<file path="config.mk">
export PLATFORM = sky130hd
export DESIGN_NAME = host_power_sequencer
export DESIGN_NICKNAME = d
export VERILOG_FILES = /design/src/hw/rtl/hps_pkg.sv /design/src/hw/rtl/hps_cfg_regs.sv /design/src/hw/rtl/hps_core.sv /design/src/hw/rtl/host_power_sequencer.sv
export VERILOG_INCLUDE_DIRS = /design/src /design/src/hw/rtl
export SDC_FILE = /design/constraint.sdc
export NUM_CORES = 1
export LEC_CHECK = 0
export ABC_AREA = 1
export BUFFER_PORTS_ARGS = -buffer_cell sky130_fd_sc_hd__buf_4
export CORE_AREA = 8 8 77 79
export CTS_BUF_LIST = sky130_fd_sc_hd__clkbuf_4
export DETAILED_ROUTE_END_ITERATION = 8
export DIE_AREA = 0 0 85 87
export GPL_TIMING_DRIVEN = 1
export PLACE_DENSITY = 0.86
export SYNTH_ARGS = -nofsm -noshare
export SYNTH_HDL_FRONTEND = slang
export SYNTH_SLANG_ARGS = --single-unit
</file>
<file path="constraint.sdc">
create_clock -name clk -period 4.25 [get_ports clk]
set_clock_uncertainty 0.2 [all_clocks]
set_input_delay 0.425 -clock clk [delete_from_list [all_inputs] [get_ports clk]]
set_output_delay 0.425 -clock clk [all_outputs]
set_load 0.05 [all_outputs]
</file>
<file path="src/hw/rtl/host_power_sequencer_defines.svh">
// Assertion macros shared by the host power sequencer RTL.
// Included by every module that carries concurrent assertions; no other dependencies.
`ifndef HOST_POWER_SEQUENCER_DEFINES_SVH
`define HOST_POWER_SEQUENCER_DEFINES_SVH

`ifndef SYNTH
// Checked on every rising edge outside reset.
`define HPS_ASSERT(lbl, clk, rst, prop) \
  lbl: assert property (@(posedge clk) disable iff (rst) prop) \
    else $error("host_power_sequencer: assertion failed");
// Checked on every rising edge, reset included.
`define HPS_ASSERT_ALWAYS(lbl, clk, prop) \
  lbl: assert property (@(posedge clk) prop) \
    else $error("host_power_sequencer: assertion failed");
`else
`define HPS_ASSERT(lbl, clk, rst, prop)
`define HPS_ASSERT_ALWAYS(lbl, clk, prop)
`endif

`endif

</file>
<file path="src/hw/rtl/hps_pkg.sv">
// Types and constants for the host power sequencer.
// No dependencies; used by hps_cfg_regs, hps_core and host_power_sequencer.
`default_nettype none

package hps_pkg;

  localparam int unsigned LIMIT_W  = 10;
  localparam int unsigned SETTLE_W = 8;
  localparam int unsigned PHASE_W  = 3;
  localparam int unsigned INDEX_W  = 8;
  localparam int unsigned DATA_W   = 10;

  localparam logic [INDEX_W-1:0] REG_BLINK_LIMIT  = 8'd0;
  localparam logic [INDEX_W-1:0] REG_SETTLE_TICKS = 8'd1;

  localparam logic [LIMIT_W-1:0]  BLINK_LIMIT_RST  = 10'd300;
  localparam logic [SETTLE_W-1:0] SETTLE_TICKS_RST = 8'd8;

  typedef struct packed {
    logic [LIMIT_W-1:0]  blink_limit;
    logic [SETTLE_W-1:0] settle_ticks;
  } hps_cfg_t;

  typedef struct packed {
    logic               boot_failed;
    logic [PHASE_W-1:0] phase_code;
    logic               led_on;
    logic               shutdown_request;
    logic               relay_on;
  } hps_result_t;

endpackage

`default_nettype wire

</file>
<file path="src/hw/rtl/hps_cfg_regs.sv">
// Configuration registers of the host power sequencer (blink limit, settle ticks).
// Depends on hps_pkg.
`default_nettype none

module hps_cfg_regs (
  input  wire logic                        clk,
  input  wire logic                        rst,
  input  wire logic                        cfg_valid,
  output logic                             cfg_ready,
  input  wire logic [hps_pkg::INDEX_W-1:0] cfg_index,
  input  wire logic [hps_pkg::DATA_W-1:0]  cfg_data,
  output hps_pkg::hps_cfg_t                cfg
);

  hps_pkg::hps_cfg_t regs;

  assign cfg_ready = 1'b1;
  assign cfg       = regs;

  always_ff @(posedge clk) begin
    if (rst) begin
      regs.blink_limit  <= hps_pkg::BLINK_LIMIT_RST;
      regs.settle_ticks <= hps_pkg::SETTLE_TICKS_RST;
    end else if (cfg_valid) begin
      // Writes to indexes beyond the register list are dropped.
      if (cfg_index == hps_pkg::REG_BLINK_LIMIT) begin
        regs.blink_limit <= cfg_data[hps_pkg::LIMIT_W-1:0];
      end
      if (cfg_index == hps_pkg::REG_SETTLE_TICKS) begin
        regs.settle_ticks <= cfg_data[hps_pkg::SETTLE_W-1:0];
      end
    end
  end

endmodule

`default_nettype wire

</file>
<file path="src/hw/rtl/hps_core.sv">
// Sequencer state and next-state logic: one tick is taken per asserted step.
// Depends on hps_pkg and host_power_sequencer_defines.svh.
`default_nettype none
`include "host_power_sequencer_defines.svh"

module hps_core (
  input  wire logic               clk,
  input  wire logic               rst,
  input  wire logic               step,
  input  wire logic               button_level,
  input  wire logic               host_status,
  input  wire hps_pkg::hps_cfg_t  cfg,
  output hps_pkg::hps_result_t    res
);

  typedef enum logic [hps_pkg::PHASE_W-1:0] {
    PH_OFF         = 3'd0,
    PH_BOOT        = 3'd1,
    PH_BOOT_SETTLE = 3'd2,
    PH_RUN         = 3'd3,
    PH_SHUT        = 3'd4,
    PH_SHUT_SETTLE = 3'd5
  } phase_t;

  phase_t                       phase, phase_next;
  logic                         blink_half, blink_half_next;
  logic [hps_pkg::LIMIT_W-1:0]  period_count, period_count_next;
  logic [hps_pkg::SETTLE_W-1:0] settle_count, settle_count_next;
  logic                         button_before;
  logic                         led, failed;
  logic                         restart;
  phase_t                       restart_phase;

  always_comb begin
    phase_next        = phase;
    blink_half_next   = blink_half;
    period_count_next = period_count;
    settle_count_next = settle_count;
    led               = 1'b0;
    failed            = 1'b0;
    restart           = 1'b0;
    restart_phase     = PH_OFF;

    case (phase)
      PH_BOOT: begin
        if (!blink_half) begin
          // Status is sampled only on the first tick of a blink period.
          if (host_status) begin
            restart       = 1'b1;
            restart_phase = PH_BOOT_SETTLE;
            led           = 1'b1;
          end else begin
            blink_half_next = 1'b1;
          end
        end else begin
          blink_half_next = 1'b0;
          led             = 1'b1;
          if (period_count >= cfg.blink_limit) begin
            failed        = 1'b1;
            restart       = 1'b1;
            restart_phase = PH_SHUT;
          end else begin
            period_count_next = period_count + 10'd1;
          end
        end
      end
      PH_BOOT_SETTLE: begin
        led = 1'b1;
        if (settle_count >= cfg.settle_ticks) begin
          restart       = 1'b1;
          restart_phase = PH_RUN;
        end else begin
          settle_count_next = settle_count + 8'd1;
        end
      end
      PH_RUN: begin
        led = 1'b1;
        if (button_level || !host_status) begin
          restart       = 1'b1;
          restart_phase = PH_SHUT;
        end
      end
      PH_SHUT: begin
        if (!blink_half) begin
          if (!host_status) begin
            restart       = 1'b1;
            restart_phase = PH_SHUT_SETTLE;
          end else begin
            blink_half_next = 1'b1;
            led             = 1'b1;
          end
        end else begin
          blink_half_next = 1'b0;
          if (period_count >= cfg.blink_limit) begin
            restart       = 1'b1;
            restart_phase = PH_SHUT_SETTLE;
          end else begin
            period_count_next = period_count + 10'd1;
          end
        end
      end
      PH_SHUT_SETTLE: begin
        if (settle_count >= cfg.settle_ticks) begin
          restart       = 1'b1;
          restart_phase = PH_OFF;
        end else begin
          settle_count_next = settle_count + 8'd1;
        end
      end
      default: begin
        // Off: only a rising edge of the button starts a boot.
        if (button_level && !button_before) begin
          restart       = 1'b1;
          restart_phase = PH_BOOT;
        end
      end
    endcase

    if (restart) begin
      phase_next        = restart_phase;
      blink_half_next   = 1'b0;
      period_count_next = '0;
      settle_count_next = '0;
    end
  end

  always_ff @(posedge clk) begin
    if (rst) begin
      phase         <= PH_OFF;
      blink_half    <= 1'b0;
      period_count  <= '0;
      settle_count  <= '0;
      button_before <= 1'b0;
    end else if (step) begin
      phase         <= phase_next;
      blink_half    <= blink_half_next;
      period_count  <= period_count_next;
      settle_count  <= settle_count_next;
      button_before <= button_level;
    end
  end

  assign res.relay_on         = (phase_next != PH_OFF);
  assign res.shutdown_request = (phase_next == PH_SHUT) || (phase_next == PH_SHUT_SETTLE);
  assign res.led_on           = led;
  assign res.phase_code       = phase_next;
  assign res.boot_failed      = failed;

  `HPS_ASSERT(a_fail_from_boot, clk, rst,
    (step && res.boot_failed) |-> (phase == PH_BOOT && blink_half))
  `HPS_ASSERT(a_fail_goes_shut, clk, rst,
    (step && res.boot_failed) |=> (phase == PH_SHUT && period_count == '0))
  `HPS_ASSERT(a_half_in_wait, clk, rst,
    blink_half |-> (phase == PH_BOOT || phase == PH_SHUT))
  `HPS_ASSERT(a_settle_in_settle, clk, rst,
    (settle_count != '0) |-> (phase == PH_BOOT_SETTLE || phase == PH_SHUT_SETTLE))
  `HPS_ASSERT(a_hold_no_step, clk, rst,
    !step |=> ($stable(phase) && $stable(period_count) && $stable(settle_count)))

endmodule

`default_nettype wire

</file>
<file path="src/hw/rtl/host_power_sequencer.sv">
// Host power sequencer top level: stream ports, input and result registers.
// Depends on hps_pkg, hps_cfg_regs, hps_core and host_power_sequencer_defines.svh.
`default_nettype none
`include "host_power_sequencer_defines.svh"

// Each request is one 500 ms tick carrying the sampled button and host status
// levels; it yields exactly one result with the relay, shutdown request, LED,
// phase and boot-failure outputs as they stand after that tick. Requests are
// taken one per clock cycle while the output is not stalled: a request lands
// in the input register, the single next-state pass of hps_core evaluates it,
// and the result register presents it; a stalled result register stalls the
// input side only when both registers are full.
// Configuration writes are always ready and should be issued while idle.
module host_power_sequencer (
  input  wire logic                        clk,
  input  wire logic                        rst,
  input  wire logic                        s_axis_tvalid,
  output logic                             s_axis_tready,
  input  wire logic [7:0]                  s_axis_tdata,  // [0] button_level, [1] host_status
  output logic                             m_axis_tvalid,
  input  wire logic                        m_axis_tready,
  // [0] relay_on, [1] shutdown_request, [2] led_on, [5:3] phase_code, [6] boot_failed
  output logic [7:0]                       m_axis_tdata,
  input  wire logic                        cfg_valid,
  output logic                             cfg_ready,
  input  wire logic [hps_pkg::INDEX_W-1:0] cfg_index,
  input  wire logic [hps_pkg::DATA_W-1:0]  cfg_data
);

  hps_pkg::hps_cfg_t    cfg;
  hps_pkg::hps_result_t res;
  hps_pkg::hps_result_t out_res;

  logic in_valid;
  logic in_button;
  logic in_status;
  logic out_free;
  logic step;

  assign out_free      = !m_axis_tvalid || m_axis_tready;
  assign step          = in_valid && out_free;
  assign s_axis_tready = !in_valid || out_free;

  always_ff @(posedge clk) begin
    if (rst) begin
      in_valid      <= 1'b0;
      m_axis_tvalid <= 1'b0;
    end else begin
      if (s_axis_tready) begin
        in_valid <= s_axis_tvalid;
      end
      if (out_free) begin
        m_axis_tvalid <= step;
      end
    end
  end

  always_ff @(posedge clk) begin
    if (s_axis_tvalid && s_axis_tready) begin
      in_button <= s_axis_tdata[0];
      in_status <= s_axis_tdata[1];
    end
    if (step) begin
      out_res <= res;
    end
  end

  assign m_axis_tdata = {1'b0, out_res.boot_failed, out_res.phase_code,
                         out_res.led_on, out_res.shutdown_request, out_res.relay_on};

  hps_cfg_regs u_cfg (
    .clk       (clk),
    .rst       (rst),
    .cfg_valid (cfg_valid),
    .cfg_ready (cfg_ready),
    .cfg_index (cfg_index),
    .cfg_data  (cfg_data),
    .cfg       (cfg)
  );

  hps_core u_core (
    .clk          (clk),
    .rst          (rst),
    .step         (step),
    .button_level (in_button),
    .host_status  (in_status),
    .cfg          (cfg),
    .res          (res)
  );

  // A request held in the input register is never dropped while the output stalls.
  `HPS_ASSERT(a_in_kept, clk, rst, (in_valid && !out_free) |=> in_valid)
  // A request evaluated this cycle is on the output in the next.
  `HPS_ASSERT(a_step_out, clk, rst, step |=> m_axis_tvalid)
  // A result that is not taken stays on the output unchanged.
  `HPS_ASSERT(a_out_hold, clk, rst, (m_axis_tvalid && !m_axis_tready) |=> (m_axis_tvalid && $stable(m_axis_tdata)))

endmodule

`default_nettype wire
</file>
==> reports/results.md, run 1 <==
- 2,559 — via total after detailed routing
- 62.6% — crit share post-route
- 0.854 — placer congestion estimate
- s_axis_tdata[1] — critical hold path startpoint
- 2,452 — number of global-route vias before repair
- 6.27 mm — Total Routed Length
- 0.0204 ns — minimum hold slack
- 376 MHz — highest attainable clock frequency
- 7400 sq um — die footprint
- flop — Crit. End Element
- primary input to flop — type of the worst min-delay path
- sky130_fd_sc_hd__nand2_1 — most common cell after layout, fill and taps aside
- 0.197 mV — maximum ir drop on the vdd rail
- 4850 sq um — core outline area
- 42 — # IOs
- 436 — post-synth net total
- 0 — setup-violating endpoint count in the final report
- 2.66 ns — post-route minimum period
- 33 — number of I/O port buffers
- 13.3 um — average wire length per cell after detail routing
- 17.5% — global-route usage over all layers
- 0 — Max-cap violations
- 1130 sq um — register area
- 1490 sq um — Multi-input gate area
- 464 — # nets final
- 52 — Yosys reg bits
- 0.777 ns — Worst Max-Slew Pin Slew
- 85 um — horizontal extent of the die
- 0 — count of final max-slew check failures
- 3260 sq um — post-layout instance area
- 2 — clk buf depth
- 0 — Antenna diodes
- 41 — number of unique standard cell types used by synthesis
- 3180 sq um — total placed instance area
- 1.49 nW — cell leakage power
- 87 um — Die Y
- 0 — Synth Warn #
- 168 — DRT iter0 DRCs
- flop to flop — critical path type
- 0 — number of buffers inserted to repair setup after CTS
- 0 — number of antenna violations at the first check in global routing
- 287 nW/um^2 — Power Density
- 0 — number of nets with antenna violations after detailed routing
- 28 — largest net degree at the start of global routing
- u_core.period_count[0]$_SDFFE_PP0P_ — R2R Path Start
- 5 — number of buffers inserted during clock tree synthesis
- 26 — standard-cell rows
- 15 — worst reg2reg path depth
- 0 — number of hold violations in the final report
- 385 — synthesized netlist cell count
- 17.1% — fraction of layout instances using a drive strength above 1
- sky130_fd_sc_hd__clkbuf_4 — Clock Root Buffer
- 52 — CTS sink count
- 4.32 ns — WP data required
- 0 — DRC errors left
- flop — nature of the critical path startpoint
- 0.000934 W — post-layout power
- 409 — layout filler cell count
- 4 — first drt pass iteration count
- 1.59 ns — setup slack, reg-to-reg
- u_core.blink_half$_SDFFE_PP0P_ — Reg-to-Reg End
- sky130_fd_sc_hd__nand2_1, sky130_fd_sc_hd__inv_1, sky130_fd_sc_hd__dfxtp_1, sky130_fd_sc_hd__a21oi_1, sky130_fd_sc_hd__buf_4 — commonest cells after routing, fill and taps aside
- 2 — H-tree lvl count
- in_status$_DFFE_PP_ — Hold EP
- 2940 sq um — cell area after synthesis
- no — setup repair after global routing missed its margin
- 7.62 sq um — per-instance average area after synthesis
- 0 — final global-route overflow total
- 0 ns — sum of negative setup slack
- 4.67 mm — dpl hpwl
- 10.9% — synth-to-layout area growth
- 10.7 mm — global-route wire length before repair
- 20 — Critical Path Fanout Max
- 0 — hold buffers post-CTS
- 0.38 ns — clock insertion delay at the later pin of the skew report
- 1 — number of cells on the worst hold path
- 0.14 ns — clock edge transition at the registers on the reported setup and hold paths
- 38.5% — share of synthesized area occupied by flip-flops and latches
- yes — clock tree from TritonCTS
- 2.73 ns — data arrival time at the worst-slack endpoint
- 48.1% — Slew headroom
- 5.44 — Via-to-Cell Ratio
- 60.6% — Initial Utilization
- 0 — post-cts sizing count
- finished, final reports clean — outcome
[synthesized netlist by cell type, drive strengths merged]
cell type	instances	share of area [%]
nand3b	3	0.77
or2	3	0.64
nor3	3	1.1
a21oi	36	6.4
clkinv	5	0.64
conb	2	0.26
dfxtp	43	29
nor2	35	5.0
o22ai	1	0.43
nor4	1	0.21
buf	8	2.1
o21ai	25	4.4
edfxtp	9	9.2
a31oi	1	0.21
a21o	1	0.26
inv	57	7.3
nand2	65	9.0
nand3	35	6.8
clkbuf	4	0.51
a211oi	1	0.26
or4	1	0.26
xnor2	2	0.60
ha	20	8.5
xor2	5	1.5
nor3b	1	0.26
o211ai	6	1.5
nand4	12	2.6
[stage by stage]
stage          instances  worst slack (ns)  utilization [%]
6_report             470              1.59             67.2
2_1_floorplan        385              1.99                -
3_3_place_gp         462              1.63             65.5
3_5_place_dp         462              1.56             65.5
4_1_cts              470              1.61             67.2
5_1_grt              470              1.32             67.2
[state kept, by name, summed over array words and instances (netlist names)]
name,count
u_core.settle_count,8
u_core.phase,3
in_button,1
m_axis_tdata,7
u_core.blink_half,1
u_cfg.cfg,18
in_valid,1
m_axis_tvalid,1
u_core.button_before,1
u_core.period_count,10
in_status,1
[final cells by class]
class,count,area share (%)
well taps,56,2.15
clock inverters,3,1.31
inverters,62,7.15
clock buffers,5,1.15
repair buffers,33,7.61
multi-input cells,259,45.9
flip-flops and latches,52,34.7
[power by group]
group | switching [W] | internal [W] | total (W) | leakage [nW]
logic | 0.0000815 | 0.0000418 | 0.000123 | 1.02
registers | 0.00000884 | 0.000514 | 0.000523 | 0.435
clock network | 0.000165 | 0.000123 | 0.000288 | 0.0412
[how the worst max path moves through the flow]
stage / startpoint / end / slack, ns / depth (start not counted)
after floorplan: u_cfg.cfg[17]$_SDFFE_PP0P_ / m_axis_tdata[0]$_DFFE_PP_ / 1.99 / 14
after global placement: m_axis_tready / u_core.period_count[8]$_SDFFE_PP0P_ / 1.63 / 10
after detailed placement: m_axis_tready / u_core.period_count[8]$_SDFFE_PP0P_ / 1.56 / 10
after CTS: u_core.period_count[0]$_SDFFE_PP0P_ / u_core.period_count[5]$_SDFFE_PP0P_ / 1.61 / 17
after global routing: u_core.period_count[0]$_SDFFE_PP0P_ / u_core.period_count[2]$_SDFFE_PP0P_ / 1.32 / 17
final: u_core.period_count[0]$_SDFFE_PP0P_ / u_core.blink_half$_SDFFE_PP0P_ / 1.59 / 15
[critical path: stages (launching register included)]
cell and delay (ns):
sky130_fd_sc_hd__dfxtp_1 0.41, sky130_fd_sc_hd__inv_1 0.07, sky130_fd_sc_hd__ha_1 0.26, sky130_fd_sc_hd__inv_1 0.04
sky130_fd_sc_hd__nand2_1 0.05, sky130_fd_sc_hd__nand2_1 0.04, sky130_fd_sc_hd__nand2_1 0.06, sky130_fd_sc_hd__nand3_1 0.10
sky130_fd_sc_hd__nand4_1 0.17, sky130_fd_sc_hd__nand2_1 0.11, sky130_fd_sc_hd__nand2_1 0.10, sky130_fd_sc_hd__inv_2 0.04
sky130_fd_sc_hd__nand3_2 0.10, sky130_fd_sc_hd__nand3_2 0.42, sky130_fd_sc_hd__nand2_2 0.28, sky130_fd_sc_hd__o21ai_0 0.11
[metal layers]
metal  vias to the layer above  routed length [um]  GRT usage [%]  share of wire [%]
met5                         -                   0              0                  0
met1                      1166                2690           20.2                 43
met2                        50                3170           30.3                 51
li1                       1329                   -              -                  -
met4                         0                 130           8.58                2.1
met3                        14                 277           3.49                4.4
[cell families (layout without fill, tap and decap cells)]
logic type | count (synthesis) | in the layout | share of synthesized area [%]
xor gates and xnor gates | 7 | 7 | 2.09
adders and majority gates | 20 | 20 | 8.53
DFF | 52 | 52 | 38.5
AOI/OAI and AO/OA | 71 | 71 | 13.5
and+or+nand+nor | 159 | 159 | 26.6
buffers and inverters | 74 | 103 | 10.6
other | 2 | 2 | 0.256
Note: power is estimated with default switching activity, not from simulation.
==> run 2, diff against run 1 <==
--- a/config.mk
+++ b/config.mk
@@ -8,12 +8,12 @@
 export LEC_CHECK = 0
 export ABC_AREA = 1
 export BUFFER_PORTS_ARGS = -buffer_cell sky130_fd_sc_hd__buf_4
-export CORE_AREA = 8 8 77 79
+export CORE_AREA = 8 8 80 82
 export CTS_BUF_LIST = sky130_fd_sc_hd__clkbuf_4
 export DETAILED_ROUTE_END_ITERATION = 8
-export DIE_AREA = 0 0 85 87
+export DIE_AREA = 0 0 88 90
 export GPL_TIMING_DRIVEN = 1
-export PLACE_DENSITY = 0.86
+export PLACE_DENSITY = 0.8
 export SYNTH_ARGS = -nofsm -noshare
 export SYNTH_HDL_FRONTEND = slang
 export SYNTH_SLANG_ARGS = --single-unit
==> constraint.sdc (replaced) <==
create_clock -name clk -period 2.74 [get_ports clk]
set_clock_uncertainty 0.2 [all_clocks]
set_input_delay 0.274 -clock clk [delete_from_list [all_inputs] [get_ports clk]]
set_output_delay 0.274 -clock clk [all_outputs]
set_load 0.05 [all_outputs]
==> run 2 against run 1 <==
Net effect: register-to-register slack lost 1.4 ns; power rose by 57%; design area increased by 6.7%; clock power grew 49%; die area up 7.1%; critical path depth shrank 3; first-iteration DRC count down 10%; critical path type unchanged; highest routed layer unchanged.
==> reports/results.md, run 2 (synthesized netlist as in run 1, its figures left out) <==
- 2.85 ns — WP data required
- 17.1% — fraction of layout instances using a drive strength above 1
- yes — clock tree from TritonCTS
- 5.35 — Via-to-Cell Ratio
- sky130_fd_sc_hd__nand3_2 — Most common cell on crit path
- 0.15 ns — clock edge transition at the registers on the reported setup and hold paths
- 0 — Max-cap violations
- 0 — setup-violating endpoint count in the final report
- 0 ns — sum of negative setup slack
- 421 nW/um^2 — Power Density
- 90 um — Die Y
- sky130_fd_sc_hd__dfxtp_1 — critical-path cell with the highest stage delay
- 0 — number of buffers inserted to repair setup after CTS
- 0 — number of nets with antenna violations after detailed routing
- finished, final reports clean — outcome
- 4.60 mm — dpl hpwl
- 390 MHz — highest attainable clock frequency
- 42 — # IOs
- 4 — first drt pass iteration count
- 0.227 mV — maximum ir drop on the vdd rail
- 3220 sq um — total placed instance area
- 93.7% — crit share post-route
- 11.6 mm — global-route wire length before repair
- 0.804 ns — Worst Max-Slew Pin Slew
- sky130_fd_sc_hd__nand2_1 — most common cell after layout, fill and taps aside
- 2 — buffers and inverters on the worst path
- 0.38 ns — clock insertion delay at the later pin of the skew report
- 28 — largest net degree at the start of global routing
- simple AND/OR/NAND/NOR gates — cell family with most CP delay
- no — setup repair after global routing missed its margin
- flop to flop — critical path type
- sky130_fd_sc_hd__clkbuf_4 — Clock Root Buffer
- 2.67 ns — data arrival time at the worst-slack endpoint
- 151 — DRT iter0 DRCs
- 0.232 ns — minimum hold slack
- 27 — standard-cell rows
- 18 — number of flip-flops under the largest register name
- 2.57 ns — post-route minimum period
- 46.3% — Slew headroom
- sky130_fd_sc_hd__nand2_1, sky130_fd_sc_hd__inv_1, sky130_fd_sc_hd__dfxtp_1, sky130_fd_sc_hd__buf_4, sky130_fd_sc_hd__a21oi_1 — commonest cells after routing, fill and taps aside
- 2,619 — number of global-route vias before repair
- 1.58 nW — cell leakage power
- primary input to flop — type of the worst min-delay path
- 13.5 um — average wire length per cell after detail routing
- 18.1% — global-route usage over all layers
- flop — nature of the critical path startpoint
- 18.4% — synth-to-layout area growth
- 6.83 mm — Total Routed Length
- 481 — count of placed standard cells including taps
- 466 — layout filler cell count
- 2 — H-tree lvl count
- 2,707 — via total after detailed routing
- 0.33 ns — CP peak stage delay
- 52 — CTS sink count
- 33 — number of I/O port buffers
- 7920 sq um — die footprint
- 20 — Critical Path Fanout Max
- 56.1% — Initial Utilization
- 0 — count of final max-slew check failures
- 1 — number of antenna violations at the first check in global routing
- 5240 sq um — core outline area
- 0 — final global-route overflow total
- 483 — # nets final
- inv_1 > ha_1 > a21oi_1 > nor2_1 > nor3b_1 > nand3_1 > nand2_1 > nand3_2 > nand3_2 > buf_8 > nand2_2 > o21ai_0 — cell-by-cell trace of the critical path
- 0 — number of hold violations in the final report
- 88 um — horizontal extent of the die
- 0.897 — placer congestion estimate
- 0 — DRC errors left
- 5 — number of buffers inserted during clock tree synthesis
- 506 — final instance count without filler cells
- 3470 sq um — post-layout instance area
- 0.00146 W — post-layout power
- flop — Crit. End Element
- 2 — clk buf depth
==> run 2: cell types whose count changed in the layout (fill, tap and decap cells not counted), sizes merged <==
| cell | before | now |
|---|---|---|
| dlygate4sd3 | 0 | 16 |
| buf | 33 | 36 |
| clkinv | 6 | 7 |
| clkinvlp | 1 | 0 |
| diode | 0 | 1 |
==> run 2: area by class of cell <==
cell class | instances | area, sq um | area share, %
multi-input combinational | 259 | 1500 | 43.2
sequential | 52 | 1130 | 32.6
timing repair buffer | 52 | 438 | 12.6
inverter | 62 | 233 | 6.70
tap | 72 | 90.1 | 2.59
clock buffer | 5 | 37.5 | 1.08
clock inverter | 3 | 37.5 | 1.08
antenna | 1 | 2.50 | 0.0720
==> run 2: metal layers <==
layer	global-route usage (%)	share of wire (%)	vias to the layer above
met3	3.64	4.2	18
met2	32.4	53	65
met5	0	0	-
li1	-	-	1366
met4	9.61	2.9	0
met1	19.1	40	1258
==> run 2: what timing repair did <==
| item | CTS | global route |
|---|---|---|
| hold endpoints to repair | 28 | 0 |
| gates resized for setup | 0 | 6 |
| hold buffers | 16 | 0 |
| setup endpoints to repair | 0 | 18 |
==> run 2: metrics by stage <==
step / worst slack, ns / util (%)
6_report: 0.173 / 66.4
5_1_grt: 0.00755 / 66.4
4_1_cts: 0.136 / 65.9
3_5_place_dp: 0.198 / 61.5
3_3_place_gp: 0.271 / 61.5
2_1_floorplan: 0.483 / -
==> run 2: worst min-delay path, cell delays in order <==
cell,delay [ns]
sky130_fd_sc_hd__buf_4,0.11
sky130_fd_sc_hd__nand3_1,0.28
sky130_fd_sc_hd__a21oi_1,0.11
==> run 2: where the power goes <==
part | internal [W] | total, W | switching, W
Combinational | 0.0000856 | 0.000223 | 0.000138
Sequential | 0.000797 | 0.000811 | 0.0000138
Clock | 0.000187 | 0.000430 | 0.000243
Total | 0.00107 | 0.00146 | 0.000395
==> run 2: final timing paths <==
| kind | start | endpoint | slack, ns | cells past startpoint |
|---|---|---|---|---|
| min | cfg_valid | u_cfg.cfg[12]$_SDFFE_PP0P_ | 0.23 | 3 |
| max | u_cfg.cfg[5]$_SDFFE_PP0P_ | u_core.blink_half$_SDFFE_PP0P_ | 0.17 | 12 |
| max reg2reg | u_cfg.cfg[5]$_SDFFE_PP0P_ | u_core.blink_half$_SDFFE_PP0P_ | 0.17 | 12 |
| min reg2reg | u_core.period_count[0]$_SDFFE_PP0P_ | u_core.period_count[0]$_SDFFE_PP0P_ | 0.27 | 1 |
==> run 3, diff against run 2 <==
--- a/config.mk
+++ b/config.mk
@@ -6,14 +6,14 @@
 export SDC_FILE = /design/constraint.sdc
 export NUM_CORES = 1
 export LEC_CHECK = 0
-export ABC_AREA = 1
+export ABC_AREA = 0
 export BUFFER_PORTS_ARGS = -buffer_cell sky130_fd_sc_hd__buf_4
 export CORE_AREA = 8 8 80 82
 export CTS_BUF_LIST = sky130_fd_sc_hd__clkbuf_4
 export DETAILED_ROUTE_END_ITERATION = 8
 export DIE_AREA = 0 0 88 90
 export GPL_TIMING_DRIVEN = 1
-export PLACE_DENSITY = 0.8
+export PLACE_DENSITY = 0.79
 export SYNTH_ARGS = -nofsm -noshare
 export SYNTH_HDL_FRONTEND = slang
 export SYNTH_SLANG_ARGS = --single-unit
==> run 3 against run 2 <==
Net effect: the run now ends with negative setup slack left; clock-buffer cell count rose by 1; worst setup slack got worse by 0.27 ns; sequential share of layout area decreased by 4.1 points; register-to-register slack worse by 0.27 ns.
==> reports/results.md, run 3 <==
- complete, but fails checks — outcome
- negative setup slack — violations in the final reports
- 461 — count of placed standard cells including taps
- 0.265 mV — maximum ir drop on the vdd rail
- 42 — # IOs
- sky130_fd_sc_hd__dfxtp_1 — library cell with the largest summed area after synthesis
- 16.3 um — average wire length per cell after detail routing
- 0 — count of final max-slew check failures
- 0 — Antenna diodes
- 0 — number of nets with antenna violations after detailed routing
- 32 — largest net degree at the start of global routing
- 0% — share of flip-flops with an asynchronous set or reset after synthesis
- sky130_fd_sc_hd__clkbuf_4 — Clock Root Buffer
- sky130_fd_sc_hd__dfxtp_1, sky130_fd_sc_hd__edfxtp_1, sky130_fd_sc_hd__ha_1 — cell types with the largest area share after synthesis
- 0 — number of hold violations in the final report
- 5240 sq um — core outline area
- 0.43 ns — CP peak stage delay
- 39.1% — share of synthesized area occupied by flip-flops and latches
- 23.0% — simple-gate share of the synthesized area
- 2.68 ns — WP data required
- 2.78 ns — data arrival time at the worst-slack endpoint
- 55.2% — Initial Utilization
- yes — clock tree from TritonCTS
- 19.5% — global-route usage over all layers
- 52 — Yosys reg bits
- 52 — CTS sink count
- u_cfg.cfg[17]$_SDFFE_PP0P_ — Critical Path Start
- 31.2% — Clock power frac
- 54.4% — share of power burned in registers
- 36.8% — fraction of layout instances using a drive strength above 1
- 18 — number of flip-flops under the largest register name
- inv_1 > ha_4 > nand4_1 > or3_4 > nor2_1 > or4_4 > a311o_1 > a311oi_2 > or3b_1 — cell-by-cell trace of the critical path
- rst — critical hold path startpoint
- primary input to flop — type of the worst min-delay path
- -0.0974 ns — PnR worst setup slack
- 9 — number of flops mapped to enable cells by yosys
- yes — setup repair after global routing missed its margin
- flop — nature of the critical path startpoint
- 0.00109 W — total internal power
- 27 — standard-cell rows
- 104% — crit share post-route
- 0 — DRC errors left
- 14.4% — relative contribution of combinational cells to total power
- u_cfg.cfg[17]$_SDFFE_PP0P_ — R2R Path Start
- 39.3% — synth-to-layout area growth
- 5.17 mm — dpl hpwl
- 0.16 ns — clock edge transition at the registers on the reported setup and hold paths
- 2 — clk buf depth
- 2,805 — number of global-route vias before repair
- -0.1 ns — setup slack, reg-to-reg
- 0.000375 W — switching component of the power
- 380 — post-synth net total
- 1.51% — xor/xnor cell area share of the yosys netlist
- simple AND/OR/NAND/NOR gates — largest family of logic cells by synthesized area
- 2,769 — via total after detailed routing
- 88 um — horizontal extent of the die
- 16.4% — complex-gate fraction of the synthesized area
- sky130_fd_sc_hd__buf_4 — most common cell after layout, fill and taps aside
- 352 MHz — highest attainable clock frequency
- 0 — Max-cap violations
- 490 — final instance count without filler cells
- 0 — Synth Warn #
- 90 um — Die Y
- 25.5% — switching portion of total power
- 5.65 — Via-to-Cell Ratio
- 1.66 nW — cell leakage power
- 0.39 ns — clock insertion delay at the later pin of the skew report
- 76.9% — utilization of the core after routing
- 0 — final global-route overflow total
- 6.23% — post-synthesis mux area share
- sky130_fd_sc_hd__buf_4, sky130_fd_sc_hd__nor2_1, sky130_fd_sc_hd__nand2_1, sky130_fd_sc_hd__dfxtp_1, sky130_fd_sc_hd__mux2i_1 — commonest cells after routing, fill and taps aside
- 7920 sq um — die footprint
- sky130_fd_sc_hd__dfxtp_1 — most used flip-flop cell after synthesis
- sky130_fd_sc_hd__dfxtp_1, sky130_fd_sc_hd__nor2_1, sky130_fd_sc_hd__nand2_1, sky130_fd_sc_hd__inv_1, sky130_fd_sc_hd__ha_1 — most frequent cells after synthesis
- 8.79 sq um — per-instance average area after synthesis
- 2 — Critical Path Fanout Max
- 12.5 mm — global-route wire length before repair
- 468 — # nets final
- 364 nW/um^2 — Power Density
- flop to flop — critical path type
- 0.924 — placer congestion estimate
- 8.65% — post-synthesis adder-cell area fraction
- 62 — number of unique standard cell types used by synthesis
- 2 — H-tree lvl count
- 2890 sq um — cell area after synthesis
- 329 — synthesized netlist cell count
- 7.98 mm — Total Routed Length
- 2.84 ns — post-route minimum period
- 5 — first drt pass iteration count
- sky130_fd_sc_hd__dfxtp_1 — most instantiated library cell after synthesis
- 0 — number of antenna violations at the first check in global routing
- 33 — number of I/O port buffers
- 5 — number of buffers inserted during clock tree synthesis
- 3 — setup-violating endpoint count in the final report
- sky130_fd_sc_hd__or4_4 — critical-path cell with the highest stage delay
- flop — Crit. End Element
- 29.8% — area share of the largest cell type after synthesis
- 126 — DRT iter0 DRCs
## run 3: worst paths after layout
path / endpoint / depth (start not counted)
setup / recovery: m_axis_tdata[0]$_DFFE_PP_ / 9
hold / removal: u_cfg.cfg[1]$_SDFFE_PP0P_ / 2
hold reg to reg: u_core.button_before$_SDFFE_PP0P_ / 2
setup reg to reg: m_axis_tdata[0]$_DFFE_PP_ / 9
## run 3: layout make-up
type                    instances  area (sq um)
repair buffers                 92           744
clock inverters                 2          35.0
fillers                       334          1210
inverters                      24          90.1
multi-input cells             242          1880
well taps                      72          90.1
flip-flops and latches         52          1150
clock buffers                   6          45.0
## run 3: repair_timing
action,4_1_cts,5_1_grt
hold endpoints to repair,22,0
setup endpoints to repair,19,20
hold buffers,14,0
pin swaps,14,24
buffers inserted,2,5
gates resized for setup,17,37
## run 3: metal layers
layer,share of wire [%],up-vias,track usage [%],wire length [um]
li1,-,1342,-,-
met1,41,1347,22.2,3270
met2,53,64,33.9,4240
met3,3.7,16,3.28,295
met4,2.2,0,8.90,178
met5,0,-,0,0
## run 3: worst max-delay path, delay by kind of cell, from the launching register on
| kind | cells | cell delay (ns) |
|---|---|---|
| AO/OA/AOI/OAI | 2 | 0.58 |
| AND/OR/NAND/NOR | 5 | 1.17 |
| buffers and inverters | 1 | 0.06 |
| adder cells (fa/ha/maj) | 1 | 0.23 |
| flip-flops | 1 | 0.36 |
## run 3: logic make-up after synthesis
kind of cell	Yosys count
simple gates	132
compound gates	65
flops	52
buf+inv	35
fa+ha+maj	20
mux	18
xor+xnor	5
other cells	2
## run 3: power groups by stage
stage                     logic (W)  registers, W  clock network [W]
after floorplan           0.0000732      0.000835                  0
after global placement     0.000170      0.000814                  0
after detailed placement   0.000172      0.000815                  0
after CTS                  0.000193      0.000798           0.000458
after global routing       0.000224      0.000801           0.000490
final                      0.000211      0.000798           0.000458
## run 3: stage by stage
step / instance area [sq um] / hold slack (ns) / power [W] / worst slack [ns] / TNS, ns
2_1_floorplan: 2950 / 0.173 / 0.000908 / -0.0528 / -0.0528
4_1_cts: 3840 / 0.0585 / 0.00145 / -0.122 / -0.122
3_5_place_dp: 3520 / 0.254 / 0.000987 / -0.147 / -0.518
3_3_place_gp: 3520 / 0.243 / 0.000985 / -0.117 / -0.144
5_1_grt: 4030 / 0.0734 / 0.00151 / -0.170 / -0.599
6_report: 4030 / 0.0717 / 0.00147 / -0.0974 / -0.147
